[config.mk]
export PLATFORM = sky130hd
export DESIGN_NAME = led_chain_pwm_bit_encoder_top
export DESIGN_NICKNAME = d
export VERILOG_FILES = /design/src/sv/lcpwm_pkg.sv /design/src/sv/lcpwm_cmd_fifo.sv /design/src/sv/lcpwm_front.sv /design/src/sv/lcpwm_back.sv /design/src/sv/led_chain_pwm_bit_encoder_top.sv
export VERILOG_INCLUDE_DIRS = /design/src /design/src/sv
export SDC_FILE = /design/constraint.sdc
export NUM_CORES = 1
export LEC_CHECK = 0
export ABC_AREA = 1
export BUFFER_PORTS_ARGS = -buffer_cell sky130_fd_sc_hd__buf_2
export CAP_MARGIN = 20
export CORE_ASPECT_RATIO = 2
export CORE_MARGIN = 5
export CORE_UTILIZATION = 50
export CTS_BUF_LIST = sky130_fd_sc_hd__clkbuf_4
export CTS_CLUSTER_DIAMETER = 30
export DETAILED_ROUTE_END_ITERATION = 7
export PLACE_DENSITY = 0.67
export SKIP_CTS_REPAIR_TIMING = 1
export SYNTH_ARGS = -nofsm -noshare
export SYNTH_HDL_FRONTEND = slang
export SYNTH_HIERARCHICAL = 1
export SYNTH_SLANG_ARGS = --single-unit
[constraint.sdc]
create_clock -name clk -period 14.6 [get_ports clk]
set_input_delay 1.46 -clock clk [delete_from_list [all_inputs] [get_ports clk]]
set_output_delay 1.46 -clock clk [all_outputs]
set_load 0.01 [all_outputs]
[src/sv/led_chain_pwm_bit_encoder_top_defines.svh]
// ----------------------------------------------------------------------------
// LED chain PWM bit encoder: assertion macros
// Shared concurrent assertion forms used by the encoder's modules.
// ----------------------------------------------------------------------------
`ifndef LED_CHAIN_PWM_BIT_ENCODER_TOP_DEFINES_SVH
`define LED_CHAIN_PWM_BIT_ENCODER_TOP_DEFINES_SVH

// The consequent must hold in the same cycle as the antecedent.
`define LCPWM_ASSERT_SAME(lbl, clk, rst_n, ante, cons, msg) \
    lbl: assert property (@(posedge clk) disable iff (!rst_n) (ante) |-> (cons)) \
        else $error(msg);

// The consequent must hold in the cycle after the antecedent.
`define LCPWM_ASSERT_NEXT(lbl, clk, rst_n, ante, cons, msg) \
    lbl: assert property (@(posedge clk) disable iff (!rst_n) (ante) |=> (cons)) \
        else $error(msg);

`endif

[src/sv/lcpwm_pkg.sv]
// ----------------------------------------------------------------------------
// LED chain PWM bit encoder package
// Constants, register codes, the brightness table and shared types.
// ----------------------------------------------------------------------------
`default_nettype none

package lcpwm_pkg;

    // Chain length and latch gap length.
    localparam int LED_COUNT   = 12;
    localparam int RESET_SLOTS = 50;

    localparam int RESULT_LIMIT = 50;
    localparam int PIXEL_BITS   = 24;
    localparam int MAX_BRIGHT   = 45;

    localparam int LATCH_SLOTS = (RESET_SLOTS > RESULT_LIMIT) ? RESULT_LIMIT : RESET_SLOTS;
    localparam int RUN_MAX     = (LATCH_SLOTS > PIXEL_BITS) ? LATCH_SLOTS : PIXEL_BITS;
    localparam int CNT_W       = $clog2(RUN_MAX);
    localparam int BIT_W       = $clog2(PIXEL_BITS);

    localparam int COLOUR_W    = 8;
    localparam int DUTY_W      = 8;
    localparam int BRIGHT_W    = 6;
    localparam int PIX_IDX_W   = 4;
    localparam int TAN_W       = 17;
    localparam int PROD_W      = COLOUR_W + TAN_W;

    localparam int INDEX_TOP_I = (1 << PIX_IDX_W) - 1;
    localparam int POS_TOP_I   = (LED_COUNT - 1 > INDEX_TOP_I) ? INDEX_TOP_I : LED_COUNT - 1;
    localparam logic [PIX_IDX_W-1:0] POS_TOP = PIX_IDX_W'(POS_TOP_I);

    // Reset values of the configuration registers.
    localparam logic [BRIGHT_W-1:0] BRIGHT_RESET = BRIGHT_W'(45);
    localparam logic [DUTY_W-1:0]   HIGH_RESET   = DUTY_W'(80);
    localparam logic [DUTY_W-1:0]   LOW_RESET    = DUTY_W'(40);

    // Command FIFO sizing.
    localparam int FIFO_DEPTH = 2;
    localparam int PTR_W      = $clog2(FIFO_DEPTH);
    localparam int FCNT_W     = $clog2(FIFO_DEPTH + 1);

    // Configuration port.
    localparam int CFG_IDX_W  = 2;
    localparam int CFG_DATA_W = 8;

    typedef enum logic [CFG_IDX_W-1:0] {
        CFG_BRIGHTNESS = 2'd0,
        CFG_HIGH_DUTY  = 2'd1,
        CFG_LOW_DUTY   = 2'd2
    } cfg_idx_t;

    typedef enum logic [0:0] {
        FUNC_PIXEL = 1'b0,
        FUNC_LATCH = 1'b1
    } func_t;

    // One classified item on its way to the bit serialiser.
    typedef struct packed {
        logic                  is_latch;
        logic [PIXEL_BITS-1:0] word;
        logic [PIX_IDX_W-1:0]  pos;
    } cmd_t;

    // Duty codes used by the serialiser.
    typedef struct packed {
        logic [DUTY_W-1:0] high_duty;
        logic [DUTY_W-1:0] low_duty;
    } duty_cfg_t;

    // tan(b degrees) in Q1.16; angles above 45 degrees read as exactly one.
    function automatic logic [TAN_W-1:0] tan_q16(input logic [BRIGHT_W-1:0] b);
        logic [TAN_W-1:0] t;
        case (b)
            6'd0:    t = 17'd0;
            6'd1:    t = 17'd1144;
            6'd2:    t = 17'd2289;
            6'd3:    t = 17'd3435;
            6'd4:    t = 17'd4583;
            6'd5:    t = 17'd5734;
            6'd6:    t = 17'd6888;
            6'd7:    t = 17'd8047;
            6'd8:    t = 17'd9210;
            6'd9:    t = 17'd10380;
            6'd10:   t = 17'd11556;
            6'd11:   t = 17'd12739;
            6'd12:   t = 17'd13930;
            6'd13:   t = 17'd15130;
            6'd14:   t = 17'd16340;
            6'd15:   t = 17'd17560;
            6'd16:   t = 17'd18792;
            6'd17:   t = 17'd20036;
            6'd18:   t = 17'd21294;
            6'd19:   t = 17'd22566;
            6'd20:   t = 17'd23853;
            6'd21:   t = 17'd25157;
            6'd22:   t = 17'd26478;
            6'd23:   t = 17'd27818;
            6'd24:   t = 17'd29179;
            6'd25:   t = 17'd30560;
            6'd26:   t = 17'd31964;
            6'd27:   t = 17'd33392;
            6'd28:   t = 17'd34846;
            6'd29:   t = 17'd36327;
            6'd30:   t = 17'd37837;
            6'd31:   t = 17'd39378;
            6'd32:   t = 17'd40951;
            6'd33:   t = 17'd42560;
            6'd34:   t = 17'd44205;
            6'd35:   t = 17'd45889;
            6'd36:   t = 17'd47615;
            6'd37:   t = 17'd49385;
            6'd38:   t = 17'd51202;
            6'd39:   t = 17'd53070;
            6'd40:   t = 17'd54991;
            6'd41:   t = 17'd56970;
            6'd42:   t = 17'd59009;
            6'd43:   t = 17'd61113;
            6'd44:   t = 17'd63287;
            default: t = 17'd65536;
        endcase
        return t;
    endfunction

endpackage

`default_nettype wire

[src/sv/lcpwm_cmd_fifo.sv]
// ----------------------------------------------------------------------------
// LED chain PWM bit encoder: command FIFO
// Short register FIFO between the classifying front end and the serialiser.
// ----------------------------------------------------------------------------
`default_nettype none
`include "led_chain_pwm_bit_encoder_top_defines.svh"

module lcpwm_cmd_fifo (
    input  wire logic          clk,
    input  wire logic          rst_n,
    input  wire logic          push,
    input  lcpwm_pkg::cmd_t    wr_data,
    output logic               full,
    input  wire logic          pop,
    output lcpwm_pkg::cmd_t    rd_data,
    output logic               empty
);
    import lcpwm_pkg::*;

    cmd_t              mem_reg [FIFO_DEPTH];
    logic [PTR_W-1:0]  wr_ptr_reg, wr_ptr_next;
    logic [PTR_W-1:0]  rd_ptr_reg, rd_ptr_next;
    logic [FCNT_W-1:0] count_reg, count_next;

    assign full    = (count_reg == FCNT_W'(FIFO_DEPTH));
    assign empty   = (count_reg == '0);
    assign rd_data = mem_reg[rd_ptr_reg];

    always_comb
    begin
        wr_ptr_next = wr_ptr_reg;
        rd_ptr_next = rd_ptr_reg;
        count_next  = count_reg;
        if (push)
        begin
            wr_ptr_next = (wr_ptr_reg == PTR_W'(FIFO_DEPTH - 1)) ? '0 : wr_ptr_reg + 1'b1;
        end
        if (pop)
        begin
            rd_ptr_next = (rd_ptr_reg == PTR_W'(FIFO_DEPTH - 1)) ? '0 : rd_ptr_reg + 1'b1;
        end
        if (push && !pop)
        begin
            count_next = count_reg + 1'b1;
        end
        else if (pop && !push)
        begin
            count_next = count_reg - 1'b1;
        end
    end

    always_ff @(posedge clk or negedge rst_n)
    begin
        if (!rst_n)
        begin
            wr_ptr_reg <= '0;
            rd_ptr_reg <= '0;
            count_reg  <= '0;
        end
        else
        begin
            wr_ptr_reg <= wr_ptr_next;
            rd_ptr_reg <= rd_ptr_next;
            count_reg  <= count_next;
        end
    end

    always_ff @(posedge clk)
    begin
        if (push)
        begin
            mem_reg[wr_ptr_reg] <= wr_data;
        end
    end

    `LCPWM_ASSERT_SAME(a_no_overflow, clk, rst_n, push, !full, "command FIFO written while full")
    `LCPWM_ASSERT_SAME(a_count_range, clk, rst_n, 1'b1, count_reg <= FCNT_W'(FIFO_DEPTH), "command FIFO count out of range")

endmodule

`default_nettype wire

[src/sv/lcpwm_front.sv]
// ----------------------------------------------------------------------------
// LED chain PWM bit encoder: front end
// Classifies each item, scales the colours and tracks the chain position.
// ----------------------------------------------------------------------------
`default_nettype none
`include "led_chain_pwm_bit_encoder_top_defines.svh"

module lcpwm_front (
    input  wire logic                            clk,
    input  wire logic                            rst_n,
    input  wire logic                            fire,
    input  wire logic                            func,
    input  wire logic [lcpwm_pkg::COLOUR_W-1:0]  red,
    input  wire logic [lcpwm_pkg::COLOUR_W-1:0]  green,
    input  wire logic [lcpwm_pkg::COLOUR_W-1:0]  blue,
    input  wire logic [lcpwm_pkg::BRIGHT_W-1:0]  brightness,
    output lcpwm_pkg::cmd_t                      cmd
);
    import lcpwm_pkg::*;

    logic [PIX_IDX_W-1:0] pos_reg, pos_next;
    logic [TAN_W-1:0]     scale;
    logic [PROD_W-1:0]    prod_r, prod_g, prod_b;
    logic                 is_latch;

    // Brightness values above the table's last angle read as unity gain.
    assign scale    = tan_q16(brightness);
    assign is_latch = (func == FUNC_LATCH);

    always_comb
    begin
        prod_r = PROD_W'(red)   * PROD_W'(scale);
        prod_g = PROD_W'(green) * PROD_W'(scale);
        prod_b = PROD_W'(blue)  * PROD_W'(scale);

        cmd.is_latch = is_latch;
        cmd.word     = {prod_g[23:16], prod_r[23:16], prod_b[23:16]};
        cmd.pos      = is_latch ? '0 : pos_reg;

        pos_next = pos_reg;
        if (fire)
        begin
            if (is_latch)
            begin
                pos_next = '0;
            end
            else if (pos_reg < POS_TOP)
            begin
                pos_next = pos_reg + 1'b1;
            end
            else
            begin
                pos_next = POS_TOP;
            end
        end
    end

    always_ff @(posedge clk or negedge rst_n)
    begin
        if (!rst_n)
        begin
            pos_reg <= '0;
        end
        else
        begin
            pos_reg <= pos_next;
        end
    end

    `LCPWM_ASSERT_SAME(a_pos_range, clk, rst_n, 1'b1, pos_reg <= POS_TOP, "chain position beyond last LED")

endmodule

`default_nettype wire

[src/sv/lcpwm_back.sv]
// ----------------------------------------------------------------------------
// LED chain PWM bit encoder: bit serialiser
// Turns queued commands into runs of duty codes, one per cycle unless stalled.
// ----------------------------------------------------------------------------
`default_nettype none
`include "led_chain_pwm_bit_encoder_top_defines.svh"

module lcpwm_back (
    input  wire logic                             clk,
    input  wire logic                             rst_n,
    input  lcpwm_pkg::cmd_t                       cmd,
    input  wire logic                             cmd_empty,
    output logic                                  cmd_pop,
    input  lcpwm_pkg::duty_cfg_t                  duty_cfg,
    output logic                                  out_valid,
    input  wire logic                             out_pop,
    output logic [lcpwm_pkg::DUTY_W-1:0]          duty,
    output logic [lcpwm_pkg::PIX_IDX_W-1:0]       pixel_index,
    output logic                                  last
);
    import lcpwm_pkg::*;

    logic [CNT_W-1:0]     cnt_reg, cnt_next;
    logic                 out_valid_reg, out_valid_next;
    logic [DUTY_W-1:0]    out_duty_reg;
    logic [PIX_IDX_W-1:0] out_idx_reg;
    logic                 out_last_reg;

    logic [BIT_W-1:0]     bit_idx;
    logic                 load_ok;
    logic                 emit;
    logic                 run_last;
    logic [DUTY_W-1:0]    duty_sel;

    always_comb
    begin
        bit_idx  = BIT_W'(PIXEL_BITS - 1) - cnt_reg[BIT_W-1:0];
        load_ok  = !out_valid_reg || out_pop;
        emit     = !cmd_empty && load_ok;
        run_last = cmd.is_latch ? (cnt_reg == CNT_W'(LATCH_SLOTS - 1))
                                : (cnt_reg == CNT_W'(PIXEL_BITS - 1));
        cmd_pop  = emit && run_last;

        if (cmd.is_latch)
        begin
            duty_sel = '0;
        end
        else if (cmd.word[bit_idx])
        begin
            duty_sel = duty_cfg.high_duty;
        end
        else
        begin
            duty_sel = duty_cfg.low_duty;
        end

        cnt_next = cnt_reg;
        if (emit)
        begin
            cnt_next = run_last ? '0 : cnt_reg + 1'b1;
        end

        out_valid_next = out_valid_reg;
        if (emit)
        begin
            out_valid_next = 1'b1;
        end
        else if (out_pop)
        begin
            out_valid_next = 1'b0;
        end
    end

    always_ff @(posedge clk or negedge rst_n)
    begin
        if (!rst_n)
        begin
            cnt_reg       <= '0;
            out_valid_reg <= 1'b0;
        end
        else
        begin
            cnt_reg       <= cnt_next;
            out_valid_reg <= out_valid_next;
        end
    end

    always_ff @(posedge clk)
    begin
        if (emit)
        begin
            out_duty_reg <= duty_sel;
            out_idx_reg  <= cmd.pos;
            out_last_reg <= run_last;
        end
    end

    assign out_valid   = out_valid_reg;
    assign duty        = out_duty_reg;
    assign pixel_index = out_idx_reg;
    assign last        = out_last_reg;

    `LCPWM_ASSERT_SAME(a_pop_nonempty, clk, rst_n, cmd_pop, !cmd_empty, "command retired from an empty FIFO")
    `LCPWM_ASSERT_NEXT(a_pop_marks_last, clk, rst_n, cmd_pop, out_valid_reg && out_last_reg, "retired command did not end its run")
    `LCPWM_ASSERT_SAME(a_cnt_range, clk, rst_n, 1'b1, cnt_reg <= CNT_W'(RUN_MAX - 1), "slot counter past longest run")

endmodule

`default_nettype wire

[src/sv/led_chain_pwm_bit_encoder_top.sv]
// With the serialiser idle, an accepted item is written into the command FIFO and then
// loaded into the result register, which drives the first result beat onto the outputs.
// Throughput: one duty beat per cycle while the result register is empty or being read;
// a pixel is a run of 24 bit slots, a latch gap 50, emitted by the serialiser from the FIFO.
// One further item is taken while a run is still being serialised.
// Reset (rst_n low, asynchronous): queues empty, chain position 0, registers to defaults.
// ----------------------------------------------------------------------------
// LED chain PWM bit encoder: top level
// Scales GRB pixels and sends one timer duty code per bit, plus latch gaps.
// ----------------------------------------------------------------------------
`default_nettype none

module led_chain_pwm_bit_encoder_top (
    input  wire logic                              clk,
    input  wire logic                              rst_n,

    // Item side, presented as a queue being written.
    input  wire logic                              push,
    output logic                                   full,
    input  wire logic                              func,
    input  wire logic [lcpwm_pkg::COLOUR_W-1:0]    red,
    input  wire logic [lcpwm_pkg::COLOUR_W-1:0]    green,
    input  wire logic [lcpwm_pkg::COLOUR_W-1:0]    blue,

    // Result side, presented as a queue being read.
    output logic                                   empty,
    input  wire logic                              pop,
    output logic [lcpwm_pkg::DUTY_W-1:0]           duty,
    output logic [lcpwm_pkg::PIX_IDX_W-1:0]        pixel_index,
    output logic                                   last,

    // Configuration write port.
    input  wire logic                              cfg_we,
    input  wire logic [lcpwm_pkg::CFG_IDX_W-1:0]   cfg_index,
    input  wire logic [lcpwm_pkg::CFG_DATA_W-1:0]  cfg_data
);
    import lcpwm_pkg::*;

    // Configuration registers. Writes to an index beyond the list are dropped.
    logic [BRIGHT_W-1:0] brightness_reg, brightness_next;
    logic [DUTY_W-1:0]   high_duty_reg, high_duty_next;
    logic [DUTY_W-1:0]   low_duty_reg, low_duty_next;

    logic      fire;
    cmd_t      front_cmd;
    cmd_t      fifo_cmd;
    logic      fifo_full;
    logic      fifo_empty;
    logic      fifo_pop;
    logic      out_valid;
    duty_cfg_t duty_cfg;

    always_comb
    begin
        brightness_next = brightness_reg;
        high_duty_next  = high_duty_reg;
        low_duty_next   = low_duty_reg;
        if (cfg_we)
        begin
            case (cfg_idx_t'(cfg_index))
                CFG_BRIGHTNESS: brightness_next = cfg_data[BRIGHT_W-1:0];
                CFG_HIGH_DUTY:  high_duty_next  = cfg_data[DUTY_W-1:0];
                CFG_LOW_DUTY:   low_duty_next   = cfg_data[DUTY_W-1:0];
                default:        brightness_next = brightness_reg;
            endcase
        end
    end

    always_ff @(posedge clk or negedge rst_n)
    begin
        if (!rst_n)
        begin
            brightness_reg <= BRIGHT_RESET;
            high_duty_reg  <= HIGH_RESET;
            low_duty_reg   <= LOW_RESET;
        end
        else
        begin
            brightness_reg <= brightness_next;
            high_duty_reg  <= high_duty_next;
            low_duty_reg   <= low_duty_next;
        end
    end

    // An item beat is taken whenever the command FIFO has room, so the front
    // end keeps accepting while the serialiser and the result register are busy.
    assign full  = fifo_full;
    assign fire  = push && !fifo_full;

    assign duty_cfg.high_duty = high_duty_reg;
    assign duty_cfg.low_duty  = low_duty_reg;

    // The front end scales the colours and packs them into the GRB word in the
    // same cycle as acceptance; the packed command lands in the FIFO.
    lcpwm_front u_front (
        .clk        (clk),
        .rst_n      (rst_n),
        .fire       (fire),
        .func       (func),
        .red        (red),
        .green      (green),
        .blue       (blue),
        .brightness (brightness_reg),
        .cmd        (front_cmd)
    );

    lcpwm_cmd_fifo u_fifo (
        .clk     (clk),
        .rst_n   (rst_n),
        .push    (fire),
        .wr_data (front_cmd),
        .full    (fifo_full),
        .pop     (fifo_pop),
        .rd_data (fifo_cmd),
        .empty   (fifo_empty)
    );

    // The serialiser walks the head command slot by slot into a single result register,
    // which advances whenever a command is queued and the register is empty or being read.
    lcpwm_back u_back (
        .clk         (clk),
        .rst_n       (rst_n),
        .cmd         (fifo_cmd),
        .cmd_empty   (fifo_empty),
        .cmd_pop     (fifo_pop),
        .duty_cfg    (duty_cfg),
        .out_valid   (out_valid),
        .out_pop     (pop),
        .duty        (duty),
        .pixel_index (pixel_index),
        .last        (last)
    );

    assign empty = !out_valid;

endmodule

`default_nettype wire
=== Word-level counts from Yosys, hierarchy flattened ===
Memory sizes are Yosys's and may differ from the RTL's.
Index checks and enable logic that the tools add are counted.

* Memory bits (writable): 58
* Logic and storage cells: 65
* Output and inout bits: 15
* Memory bits (read-only): 1088
* Flip-flop bits (word level): 50
* Input port bits: 40
* Memories: 2

* $lt $le $gt $ge: 2
* Add/subtract/negate cells: 7
* Muxes and demuxes: 16
* Reduce and logical (&&, ||, !) cells: 18
* Eq/ne operators: 5
* $mul: 3

{| class="wikitable"
|+ Memories
! name !! words !! width !! rd ports !! clocked after Yosys merged registers in !! write ports !! RTL line !! text
|-
| (name not given) || 64 || 17 || 1 || 0 || 0 || lcpwm_pkg.sv:74 || <nowiki>case (b)</nowiki>
|-
| u_fifo.mem_reg || 2 || 29 || 1 || 0 || 1 || lcpwm_cmd_fifo.sv:20 || <nowiki>cmd_t mem_reg [FIFO_DEPTH];</nowiki>
|}

{| class="wikitable"
|+ Operators with widths
! cell !! number
|-
| multiplier 8 x 17 -> 24 bit || 3
|-
| 2-to-1 mux 4 bit || 3
|-
| 2-to-1 mux 1 bit || 8
|-
| 2-to-1 mux 8 bit || 1
|-
| adder 6 x 1 -> 6 bit, second input constant || 1
|-
| == test 6 x 5 -> 1 bit, second input constant || 1
|-
| == test 6 bit, second input constant || 1
|-
| < comparator 5 x 6 -> 1 bit, second input constant || 1
|-
| 2-to-1 mux 6 bit || 1
|-
| AND reduction 2 bit || 3
|-
| binary-select mux 1 bit (select 5 bit) || 1
|-
| logical AND 1 bit || 5
|-
| zero test 1 bit || 5
|-
| subtractor 5 bit, first input constant || 1
|-
| adder 4 x 1 -> 4 bit, second input constant || 1
|-
| == test 2 bit, second input constant || 2
|-
| zero test 2 bit || 2
|-
| < comparator 4 bit, second input constant || 1
|-
| 2-to-1 mux 2 bit || 2
|-
| nonzero test 2 bit || 2
|-
| adder 1 bit, second input constant || 2
|-
| adder 2 x 1 -> 2 bit, second input constant || 1
|-
| == test 2 x 1 -> 1 bit, second input constant || 1
|-
| subtractor 2 x 1 -> 2 bit, second input constant || 1
|-
| logical OR 1 bit || 1
|}

=== Longest topological paths before layout ===
* Depth after elaboration: 7
* Mapped depth: 32
* Gate-level depth less buffers: 30

=== Hierarchy ===
The synthesis kept the hierarchy.

{| class="wikitable"
|+ Modules (own cells, without submodules)
! module !! area an instance (um^2) !! sequential area each (um^2) !! cells each !! times used
|-
| lcpwm_front || 13397.8 || 100.1 || 1863 || 1
|-
| lcpwm_cmd_fifo || 2417.3 || 1841.8 || 115 || 1
|-
| lcpwm_back || 1237.4 || 565.5 || 162 || 1
|-
| led_chain_pwm_bit_encoder_top || 997.2 || 560.5 || 102 || 1
|}

=== Worst setup path after synthesis ===
OpenSTA, ideal clock, no wires.

* Path type: input to register
* Start: input port green[2] in the netlist's numbering
* End: memory u_fifo/mem_reg[0][24] in the netlist's numbering, data pin
* Required time: 14.330 ns
* Slack: 9.002 ns
* Arrival time: 5.328 ns
* Stages on the path: 19
* Library setup time: 0.270 ns
* Buffers on the path: 1
* Cell sequence: inv_1 -> clkbuf_1 -> nor2_1 -> fa_1 -> inv_1 -> fa_1 -> inv_1 -> fa_1 -> inv_1 -> fa_1 -> inv_1 -> ha_1 -> a21oi_1 -> inv_1 -> nor2_1 -> o21bai_1 -> a221oi_1 -> o31ai_2 -> xor2_1

{| class="wikitable"
|+ RTL lines
! element !! RTL line !! text
|-
| start: declaration || led_chain_pwm_bit_encoder_top.sv:22 || <nowiki>input wire logic [lcpwm_pkg::COLOUR_W-1:0] green,</nowiki>
|-
| end: declaration || lcpwm_cmd_fifo.sv:20 ||
|}

==> summary.log <==
INFO  status         run_status=completed
INFO  placed_design  dp.final_hpwl=44320um
INFO  floorplanning  start_util=50.59%
INFO  sta            fin_crit=7.089ns
INFO  floorplanning  die_width=144.4um
INFO  logic_synthesis synth_seq_area_share=17.00%
INFO  sta            final.setup.tns=0ns
INFO  sta            tightestPinTransition=1.104ns
INFO  floorplanning  fp.coreArea=35680squm
INFO  logic_synthesis post-synth-top-area-fraction=29.28%
INFO  drt            drt_iter0_drc=1061
INFO  drt            drtPass1Iterations=7
INFO  sta            drv_slew=0
INFO  logic_synthesis synth_nets=2678
INFO  clock_tree     cts.reportedPaths.clkPinSlew=0.16ns
INFO  finish         area.growth.synth_to_final=3.397%
INFO  logic_synthesis postSynth.asyncResetShare=34.26%
INFO  logic_synthesis synth.most_common_cell=inv_1
INFO  clock_tree     cts_made_buffers=9
INFO  critical_path  critical_path.reg2reg.startpoint=brightness_reg[1]
INFO  floorplanning  die_area=40230squm
INFO  drt            route.final.wire_length=55210um
INFO  sta            period_share=48.56%
INFO  clock_tree     tritoncts_clock_tree=done
INFO  sta            clock-skew-final=0.02859ns
INFO  placed_design  post-place-ws=7.618ns
INFO  placed_design  gp_routability_congestion=1.015
INFO  finish         layout-drive-gt1-share=8.011%
INFO  sta            grt_setup_unrepaired=false
INFO  logic_synthesis mappedNetlistArea=18050squm
INFO  floorplanning  floorplan.die.height=278.7um
INFO  logic_synthesis yosysUniqueCellTypes=65
INFO  global_route   global_route.overflow_total=0
INFO  logic_synthesis most_frequent_cells_after_synthesis=inv_1, nor2_1, nand2_1, fa_1, ha_1
INFO  placed_design  placement.io_buffers=54
INFO  floorplanning  count_of_boundary_i_o_pins=55
INFO  sta            postLayoutSetupSlackWorst=7.511ns
INFO  sta            timing.final.hold_violations=0
INFO  logic_synthesis synth_enable_flop_cells=71
INFO  critical_path  cp-startpoint=brightness_reg[1]
INFO  sta            timing.fmax=141.1MHz
INFO  clock_tree     clock_sink_count=108
INFO  finish         nNetsFinal=2678
INFO  critical_path  timing.critical_path.required=14.86ns
INFO  drt            post_drt_wl_per_cell=20.46um
INFO  critical_path  critical_path.startpoint_type=register
INFO  logic_synthesis synth_warnings=6
INFO  global_route   grt_pass1_vias=16611
INFO  logic_synthesis ys.flop_type=edfxtp_1
INFO  critical_path  endpoint=u_fifo/mem_reg[1][24]
INFO  drt            drc=0
INFO  critical_path  crit_type=register to register
INFO  clock_tree     cts-root-buf=clkbuf_4
INFO  clock_tree     worst_skew_pair.late_latency=0.52ns
INFO  finish         largest_reg_flops=58
INFO  floorplanning  floorplan.rows=98
INFO  global_route   grt_usage=28.02%
INFO  sta            finalSetupViolCount=0
INFO  logic_synthesis synth_area_per_cell=8.051squm
INFO  hold_path      hold_path.class=register to register
INFO  global_route   antenna_found_initial=1
INFO  drt            via_count=15294
INFO  drt            postRouteAntennaNets=0
INFO  logic_synthesis post-synth-top-area-cell=fa_1
INFO  logic_synthesis ys_seq_elements=108
INFO  critical_path  regToRegSetupSlack=7.51ns
INFO  global_route   grt_pass1_wl=87130um
INFO  clock_tree     level_count_of_the_clock_h_tree=3
INFO  critical_path  timing.critical_path.to_type=register
INFO  critical_path  critPathArrivalTime=7.35ns
INFO  critical_path  ff2ff_path_depth=26
INFO  flow_run       cap_viol_max_count=0
INFO  critical_path  crit_path_max_fanout=21
INFO  drt            avgViaCountPerCell=5.669
INFO  clock_tree     cts_buffer_depth=2
INFO  sta            timing.max_slew.rel_slack=26.43%
INFO  global_route   grt_start_max_net_pins=38
INFO  critical_path  worst_r2r_endpoint=u_fifo/mem_reg[1][24]
INFO  logic_synthesis synth_top_cells_by_area=fa_1, edfxtp_1, ha_1
INFO  logic_synthesis synth_cells=2242
## logic make-up after synthesis
logic type	count (synthesis)	share of synthesized area, %
buffers and inverters	516	11.74
and+or+nand+nor	959	22.00
muxes	29	2.412
adders and majority gates	396	38.43
AOI/OAI and AO/OA	202	6.863
xor gates and xnor gates	32	1.553
DFF	108	17.00
## area by class of cell
cell class / instances / area, sq um
clock buffer: 9 / 67.56
antenna: 1 / 2.502
sequential: 108 / 3069
multi-input combinational: 1618 / 12880
clock inverter: 7 / 61.31
timing repair buffer: 68 / 375.4
inverter: 437 / 1648
tap: 450 / 563.0
fill: 3458 / 17020
## critical path: stages (launching register included)
cell and delay (ns):
dfrtp_1 0.70, inv_2 0.22, ha_1 0.34, inv_1 0.13, nand2_1 0.12, a21oi_1 0.15, o21ai_0 0.16, nand3_1 0.14
nand2_1 0.23, inv_1 0.80, nor2_1 0.15, fa_1 0.57, inv_1 0.05, fa_1 0.53, inv_1 0.05, fa_1 0.47
inv_1 0.05, fa_1 0.47, inv_1 0.04, ha_1 0.34, a21oi_1 0.23, inv_1 0.07, nor2_1 0.14, o21bai_1 0.09
a221oi_1 0.33, o31ai_2 0.13, xor2_1 0.17
## placed cells by master (no fill, tap or decap), types with 4 or more instances in the layout
cell type,netlist,final
ha_1,132,132
nand3_1,57,57
fa_1,264,264
edfxtp_1,71,71
a21oi_2,5,5
o22ai_1,4,4
nor2_2,3,4
nand3b_1,4,4
nand2_1,401,401
o21ai_0,57,57
o21bai_1,5,5
clkbuf_4,0,9
nand4_1,29,29
xnor2_1,4,4
inv_1,425,425
nand2_2,8,8
a21oi_1,70,70
nor4_1,6,6
o21ai_1,12,12
o21a_1,5,5
buf_4,8,14
dfrtp_1,29,28
nor3_1,23,23
dfstp_2,8,8
mux2_4,29,29
nor2_1,409,408
buf_2,26,54
inv_2,10,10
o211ai_1,5,5
xor2_1,28,28
nand3_2,6,6
## how the worst min path moves through the flow
| stage | startpoint | endpoint | slack, ns | cells past startpoint |
|---|---|---|---|---|
| floorplan | low_duty_reg[0] | low_duty_reg[0] | 0.44 | 2 |
| global placement | low_duty_reg[3] | low_duty_reg[3] | 0.45 | 2 |
| detailed placement | low_duty_reg[3] | low_duty_reg[3] | 0.46 | 2 |
| CTS | low_duty_reg[3] | low_duty_reg[3] | 0.48 | 2 |
| global route | low_duty_reg[3] | low_duty_reg[3] | 0.50 | 2 |
| finish | high_duty_reg[6] | high_duty_reg[6] | 0.48 | 2 |
## per-layer routing
| metal | up-vias | part of all wire [%] | wire [um] | track usage (%) |
|---|---|---|---|---|
| met5 | - | 0 | 0 | 0 |
| met4 | 0 | 9.5 | 5253 | 20.83 |
| met3 | 278 | 5.1 | 2804 | 2.948 |
| met2 | 657 | 53 | 29180 | 51.40 |
| met1 | 7460 | 33 | 17970 | 28.28 |
| li1 | 6899 | - | - | - |
## stage by stage
step,std cells,util (%),instance area [sq um],hold WS [ns]
after floorplan,2242,-,18050,0.4419
after CTS,2697,52.30,18660,0.4822
after detailed placement,2681,51.94,18530,0.4609
after global placement,2681,51.94,18530,0.4518
after global routing,2698,52.30,18660,0.5031
final,2698,52.30,18660,0.4785
Power is left out: the tool's default activity adds up to more than one toggle a clock period on the data nets, which glitch-free logic cannot reach.
